File: config.mk
export PLATFORM = sky130hd
export DESIGN_NAME = fm3_focus
export DESIGN_NICKNAME = d
export VERILOG_FILES = /design/src/hw/rtl/fm3_pkg.sv /design/src/hw/rtl/fm3_focus.sv
export SDC_FILE = /design/constraint.sdc
export NUM_CORES = 1
export LEC_CHECK = 0
export BUFFER_PORTS_ARGS = -buffer_cell sky130_fd_sc_hd__buf_2
export CAP_MARGIN = 30
export CORE_MARGIN = 2
export CORE_UTILIZATION = 40
export CTS_CLUSTER_DIAMETER = 80
export DETAILED_ROUTE_END_ITERATION = 8
export HOLD_SLACK_MARGIN = 0.08
export PLACE_DENSITY = 0.67
export SYNTH_ARGS = -nofsm -noshare
export SYNTH_HDL_FRONTEND = slang
export SYNTH_SLANG_ARGS = --single-unit
File: constraint.sdc
create_clock -name clk_i -period 9.9 [get_ports clk_i]
set_input_delay 1.485 -clock clk_i [delete_from_list [all_inputs] [get_ports clk_i]]
set_output_delay 1.485 -clock clk_i [all_outputs]
set_load 0.1 [all_outputs]
File: src/hw/rtl/fm3_pkg.sv
// ----------------------------------------------------------------------------
// fm3_pkg: shared types and constants of the focus measure filter
// Sizes, register indexes, method codes and the gradient bundle passed
// between the window front end and the focus back end.
// ----------------------------------------------------------------------------
package fm3_pkg;

  localparam int MAX_WIDTH  = 2048;
  localparam int MAX_HEIGHT = 4096;

  // Counter and size widths
  localparam int COL_W  = $clog2(MAX_WIDTH);
  localparam int ROW_W  = $clog2(MAX_HEIGHT);
  localparam int WCNT_W = $clog2(MAX_WIDTH + 1);
  localparam int HCNT_W = $clog2(MAX_HEIGHT + 1);

  // Field and register widths
  localparam int PIX_W      = 8;
  localparam int FOCUS_W    = 8;
  localparam int OUT_COL_W  = 11;
  localparam int OUT_ROW_W  = 12;
  localparam int MODE_W     = 2;
  localparam int IMG_W_W    = 12;
  localparam int IMG_H_W    = 13;
  localparam int THR_W      = 8;
  localparam int THR_SQ_W   = 2 * THR_W;
  localparam int CFG_IDX_W  = 2;
  localparam int CFG_DATA_W = 13;

  // Line store word: upper row pixel on top, middle row pixel below
  localparam int LINE_W = 2 * PIX_W;

  // Gradient widths: |gx|, |gy| <= 1020, |laplacian| <= 2040
  localparam int GRAD_W = 11;
  localparam int LAP_W  = 11;
  localparam int ABS_W  = GRAD_W - 1;
  localparam int SQ_W   = 2 * ABS_W;
  localparam int SUM_W  = 13;

  // Register reset values
  localparam logic [MODE_W-1:0]   MODE_RST   = 2'd0;
  localparam logic [IMG_W_W-1:0]  WIDTH_RST  = 12'd640;
  localparam logic [IMG_H_W-1:0]  HEIGHT_RST = 13'd480;
  localparam logic [THR_W-1:0]    THR_RST    = 8'd30;
  localparam logic [THR_SQ_W-1:0] THR_SQ_RST = THR_SQ_W'(int'(THR_RST) * int'(THR_RST));

  localparam logic [FOCUS_W-1:0] FOCUS_MAX = '1;

  typedef enum logic [CFG_IDX_W-1:0] {
    CFG_FOCUS_MODE     = 2'd0,
    CFG_IMAGE_WIDTH    = 2'd1,
    CFG_IMAGE_HEIGHT   = 2'd2,
    CFG_GRAD_THRESHOLD = 2'd3
  } cfg_idx_e;

  typedef enum logic [MODE_W-1:0] {
    MODE_LAPLACE   = 2'd0,
    MODE_SOBEL     = 2'd1,
    MODE_TENENGRAD = 2'd2
  } mode_e;

  typedef struct packed {
    logic signed [GRAD_W-1:0] gx;
    logic signed [GRAD_W-1:0] gy;
    logic [LAP_W-1:0]         lap_abs;
    logic                     interior;
    logic [OUT_COL_W-1:0]     col;
    logic [OUT_ROW_W-1:0]     row;
    logic                     last;
  } grad_t;

  typedef struct packed {
    logic [SQ_W-1:0]      sqx;
    logic [SQ_W-1:0]      sqy;
    logic [FOCUS_W-1:0]   sobel;
    logic [FOCUS_W-1:0]   lap;
    logic                 interior;
    logic [OUT_COL_W-1:0] col;
    logic [OUT_ROW_W-1:0] row;
    logic                 last;
  } energy_t;

endpackage

File: src/hw/rtl/fm3_focus.sv
// ----------------------------------------------------------------------------
// fm3_focus: focus value from gradients
// Squares and absolute sums in one stage, method select and Tenengrad
// threshold compare into the result register.
// ----------------------------------------------------------------------------
module fm3_focus
  import fm3_pkg::*;
(
  input  logic                 clk_i,
  input  logic                 rst_ni,
  input  logic [MODE_W-1:0]    focus_mode_i,
  input  logic [THR_SQ_W-1:0]  thr_sq_i,
  input  logic                 grad_valid_i,
  output logic                 grad_ready_o,
  input  grad_t                grad_i,
  output logic                 out_valid_o,
  input  logic                 out_ready_i,
  output logic [FOCUS_W-1:0]   focus_o,
  output logic [OUT_COL_W-1:0] out_col_o,
  output logic [OUT_ROW_W-1:0] out_row_o,
  output logic                 frame_last_o
);

  logic    v3_q, vo_q;
  logic    o_free, s3_free, s3_adv, s2_adv;
  energy_t en_q, en_d;

  logic [ABS_W-1:0]     abs_x, abs_y;
  logic [ABS_W:0]       l1;
  logic [SQ_W:0]        energy;
  logic [FOCUS_W-1:0]   tenen, focus_d;

  logic [FOCUS_W-1:0]   focus_q;
  logic [OUT_COL_W-1:0] col_q;
  logic [OUT_ROW_W-1:0] row_q;
  logic                 last_q;

  assign o_free       = !vo_q || out_ready_i;
  assign s3_free      = !v3_q || o_free;
  assign s3_adv       = v3_q && o_free;
  assign s2_adv       = grad_valid_i && s3_free;
  assign grad_ready_o = s3_free;

  // ---------------------------------------------------------------------------
  // Squares, Sobel L1 and Laplacian clamp
  // ---------------------------------------------------------------------------
  always_comb begin
    abs_x = grad_i.gx[GRAD_W-1] ? ABS_W'(-grad_i.gx) : ABS_W'(grad_i.gx);
    abs_y = grad_i.gy[GRAD_W-1] ? ABS_W'(-grad_i.gy) : ABS_W'(grad_i.gy);
    l1    = (ABS_W+1)'(abs_x) + (ABS_W+1)'(abs_y);

    en_d.sqx      = SQ_W'(abs_x) * SQ_W'(abs_x);
    en_d.sqy      = SQ_W'(abs_y) * SQ_W'(abs_y);
    en_d.sobel    = FOCUS_W'(l1 >> 4);
    en_d.lap      = (grad_i.lap_abs > LAP_W'(FOCUS_MAX)) ? FOCUS_MAX
                                                         : grad_i.lap_abs[FOCUS_W-1:0];
    en_d.interior = grad_i.interior;
    en_d.col      = grad_i.col;
    en_d.row      = grad_i.row;
    en_d.last     = grad_i.last;
  end

  always_ff @(posedge clk_i or negedge rst_ni) begin
    if (!rst_ni) begin
      v3_q <= 1'b0;
    end else if (s2_adv) begin
      v3_q <= 1'b1;
    end else if (o_free) begin
      v3_q <= 1'b0;
    end
  end

  always_ff @(posedge clk_i) begin
    if (s2_adv) begin
      en_q <= en_d;
    end
  end

  // ---------------------------------------------------------------------------
  // Method select
  // ---------------------------------------------------------------------------
  always_comb begin
    energy = (SQ_W+1)'(en_q.sqx) + (SQ_W+1)'(en_q.sqy);
    if (energy > (SQ_W+1)'(thr_sq_i)) begin
      tenen = (energy[SQ_W:8] > (SQ_W-7)'(FOCUS_MAX)) ? FOCUS_MAX
                                                      : energy[FOCUS_W+7:8];
    end else begin
      tenen = '0;
    end

    case (focus_mode_i)
      MODE_LAPLACE:   focus_d = en_q.lap;
      MODE_SOBEL:     focus_d = en_q.sobel;
      MODE_TENENGRAD: focus_d = tenen;
      default:        focus_d = '0;
    endcase
    // Border positions carry zero
    if (!en_q.interior) begin
      focus_d = '0;
    end
  end

  always_ff @(posedge clk_i or negedge rst_ni) begin
    if (!rst_ni) begin
      vo_q <= 1'b0;
    end else if (s3_adv) begin
      vo_q <= 1'b1;
    end else if (out_ready_i) begin
      vo_q <= 1'b0;
    end
  end

  always_ff @(posedge clk_i) begin
    if (s3_adv) begin
      focus_q <= focus_d;
      col_q   <= en_q.col;
      row_q   <= en_q.row;
      last_q  <= en_q.last;
    end
  end

  assign out_valid_o  = vo_q;
  assign focus_o      = focus_q;
  assign out_col_o    = col_q;
  assign out_row_o    = row_q;
  assign frame_last_o = last_q;

  // ---------------------------------------------------------------------------
  // Checks
  // ---------------------------------------------------------------------------
  a_border_zero: assert property (@(posedge clk_i) disable iff (!rst_ni)
    (s3_adv && !en_q.interior) |=> (focus_o == '0))
    else $error("border result carries a nonzero focus value");

  a_s3_to_out: assert property (@(posedge clk_i) disable iff (!rst_ni)
    s3_adv |=> vo_q)
    else $error("result item lost before output register");

  // Border items may carry unknown energies, so compare bit for bit
  a_s3_hold: assert property (@(posedge clk_i) disable iff (!rst_ni)
    (v3_q && !o_free) |=> (v3_q && (en_q === $past(en_q))))
    else $error("stalled energy stage changed");

endmodule

==> results list <==
- The run finished with clean final reports.
- Pin count of the biggest net entering global routing: 79
* Core region area: 26,730 um^2
- The worst register-to-register path ends at focus_o[0].
* DP Wirelength: 19,160 um
- The number of clock buffers added by TritonCTS is 9.
* Worst hold start: en_q[0]
- Final weighted congestion in routability-driven placement: 0.8903
- Sequential cells were found to cover 31.07% of the synthesized design area.
- The clock net in this run drives a total of 112 sinks.
- In the post-route analysis, the smallest setup slack over all paths is 1816 ps.
- Chip Width: 168.3 um
- Setup total negative slack on the finished layout was measured at 0 ps.
- Count of yosys warnings during synthesis: 0
- Time the final worst path needs with I/O delays and setup: 8084 ps
- The tree is rooted in a sky130_fd_sc_hd__clkbuf_16.
- Headroom to the max-slew limit: 36.32%
- Clock tree from TritonCTS: yes
- All-Layer GR Usage: 16.69%
- The H-tree was split into 3 levels.
- Total global routing overflow: 0
- Number of distinct library cells after synthesis: 67
- The die covers 28,310 um^2.
- Synthesis produced a netlist whose cell count is 1,042.
* Number of gates resized after CTS: 0
- Row cnt: 60
- No sink is reached through more buffers than the 2 on the longest clock path.
* Synth async-reset ratio: 1.786%
- Setup violations remaining at the end of the flow were counted as 0.
- Port buffering added 113 buffers.
- Setup repair after global routing left no endpoint under its margin.
- Final hold analysis gives a worst-case slack of 424.0 ps.
* CTS clock-pin slew for the worst setup and hold paths: 80 ps
- Initial antenna violation count: 0
* Total Wirelength: 22,900 um
- Summing the areas of all compound-gate instances in the mapped netlist gives 9.935% of the synthesized area.
- The pre-antenna-repair detailed-routing pass consisted of 5 iterations.
- The final critical path takes up 81.65% of the cycle.
- In the routed layout, each cell is associated on average with a via count of 5.107.
* Area added between synthesis and finish: 12.29%
- Between clock sinks in the finished design, the worst skew comes to 12.90 ps.
- The placed instances occupy a cell area of 11,770 um^2.
* Proportion of netlist area held by the largest area contributor: 30.61%
- Commonest cells in the netlist: 193 x sky130_fd_sc_hd__inv_1, 142 x sky130_fd_sc_hd__ha_1, 110 x sky130_fd_sc_hd__edfxtp_1
- Slew Limit Fails: 0
- The repair_antennas step left the layout with diodes totalling 0.
- Across the run, the number of max-cap violations was 0.
- Synthesized-area fraction occupied by adder cells: 33.34%
- Top_reg_cell synth: sky130_fd_sc_hd__edfxtp_1
* Number of remaining DRC errors: 0
* Critical path fanouts, max: 10
* Wire length of the first global-routing pass: 37,740 um
* Via count of the first global-routing pass: 7,781
- Post-CTS setup repair buffer count: 0
- Worst min-delay path class: reg -> reg
* Iter 0 DRT Violations: 496
- Setup slack after placement: 1492 ps
- Count of flip-flops with a built-in enable after synthesis: 110
- Height of the chip: 168.3 um
* Critical path capture point type: register
- After the last flow step, the layout net total stands at 1,474.
* Top-level I/O count: 114
- Hold buffer count at cts: 0
- The worst register-to-register path begins at en_q[47].
* Mean instance size in the synthesized netlist: 10.36 um^2
- For this configuration, the core starts out at a cell density of 40.38%.
* Simple-gate share of the synthesized area: 10.76%
* Most area-hungry cell type in the Yosys netlist: sky130_fd_sc_hd__edfxtp_1
- Fraction of layout cells with a size suffix above 1: 13.55%
- Startpoint class of the critical path: input pin
- Across all layers, the routed design uses 7,697 vias.
- Multiplexer share of the synthesized area: 1.553%
* Setup slack of the most critical reg-to-reg path: 5110 ps
* Hold path endpoint: frame_last_o
- Most frequently used cell type in the post-synthesis netlist: sky130_fd_sc_hd__inv_1
- The synthesized design contains 112 register bits.
- Critical path data required time: 10,010 ps
- Cell count of the worst hold path: 0
* Crit path kind: in -> reg
- Dividing the detail-routed wire length by the instance count gives 15.20 um.
- Design area: 12,120 um^2
- Ranked by total cell area, the synthesized netlist is headed by sky130_fd_sc_hd__edfxtp_1 31%, sky130_fd_sc_hd__fa_1 17%, sky130_fd_sc_hd__ha_1 16%.
- The count of nets left with antenna violations once routing finished came out at 0.
- Cell count of the worst reg-to-reg path: 16
- After synthesis, the largest family of logic cells by area is adder cells.
- Final hold vios: 0
- At the pin with the least slew margin, the transition time is 952.0 ps.
* Netlist Area Pre-Place: 10,790 um^2
* Maximum frequency from static timing analysis: 123.7 MHz
- After Yosys synthesis, XOR and XNOR cells account for 5.912% of the synthesized area.
- Arrival @ worst endpoint: 8190 ps
- When the netlist entered floorplanning its net count stood at 1,355.
- Worst-skew pair later-pin latency: 360 ps
[cells in the final DEF (no fill, tap or decap), drive strengths merged, types with 8 or more instances in the layout]
| master | n |
|---|---|
| buf | 118 |
| nand2 | 70 |
| o21ai | 22 |
| nand3 | 8 |
| o31ai | 8 |
| xnor2 | 51 |
| nand4 | 9 |
| clkinv | 8 |
| mux2i | 11 |
| a21o | 17 |
| clkbuf | 9 |
| nor3 | 17 |
| o221ai | 8 |
| ha | 142 |
| edfxtp | 110 |
| a21oi | 34 |
| nor2 | 88 |
| inv | 200 |
| fa | 91 |
| nand2b | 20 |
| xor2 | 21 |
| o21a | 9 |
[logic make-up after synthesis]
group                    Yosys count
AO/OA/AOI/OAI                    148
multiplexers                      15
adder cells (fa/ha/maj)          233
buffers and inverters            211
AND/OR/NAND/NOR                  251
flip-flops                       112
XOR/XNOR                          72
[worst max-delay path, stage by stage]
cell	delay (ps)
sky130_fd_sc_hd__buf_2	190
sky130_fd_sc_hd__clkinv_1	270
sky130_fd_sc_hd__ha_1	320
sky130_fd_sc_hd__a21boi_0	250
sky130_fd_sc_hd__xor2_1	580
sky130_fd_sc_hd__inv_1	280
sky130_fd_sc_hd__nor2_1	230
sky130_fd_sc_hd__inv_1	80
sky130_fd_sc_hd__fa_1	360
sky130_fd_sc_hd__inv_1	70
sky130_fd_sc_hd__fa_1	410
sky130_fd_sc_hd__inv_1	80
sky130_fd_sc_hd__fa_1	440
sky130_fd_sc_hd__fa_1	540
sky130_fd_sc_hd__inv_1	50
sky130_fd_sc_hd__fa_1	450
sky130_fd_sc_hd__ha_1	390
sky130_fd_sc_hd__and3_1	180
sky130_fd_sc_hd__a221oi_1	250
sky130_fd_sc_hd__o21ai_0	240
sky130_fd_sc_hd__a211oi_1	410
sky130_fd_sc_hd__nor2_1	140
sky130_fd_sc_hd__a21o_1	200
sky130_fd_sc_hd__a211oi_1	230
sky130_fd_sc_hd__nor3_1	60
[metal layers]
metal / track usage [%] / share of wire (%)
met5: 0 / 0
met4: 5.660 / 3.2
met3: 2.069 / 4.8
met2: 30.29 / 50
met1: 20.50 / 42
[state kept, by name (all words and copies together), names as in the netlist]
name          flops
out_valid_o       1
out_row_o        12
frame_last_o      1
out_col_o        11
v3_q              1
en_q             78
focus_o           8
[through the flow]
step,instances,utilization [%]
after global routing,1507,45.35
after floorplan,1042,-
final,1507,45.35
after global placement,1489,44.02
after detailed placement,1490,44.04
after CTS,1506,45.24
[cell type report]
class | count | area [um^2]
fillers | 2479 | 14610
multi-input cells | 719 | 6640
flip-flops and latches | 112 | 3353
inverters | 201 | 757.0
repair buffers | 118 | 620.6
well taps | 341 | 426.7
clock buffers | 9 | 225.2
clock inverters | 7 | 96.34
[worst max-delay path by stage]
stage               start       end  slack, ps
4_1_cts        grad_i[47]  en_q[78]       1840
6_report       grad_i[47]  en_q[78]       1820
2_1_floorplan  grad_i[47]  en_q[78]       2280
3_5_place_dp   grad_i[47]  en_q[78]       1490
3_3_place_gp   grad_i[47]  en_q[78]       1760
5_1_grt        grad_i[47]  en_q[78]       1320
Power is left out: the tool's default activity adds up to more than one toggle a clock period on the data nets, which glitch-free logic cannot reach.
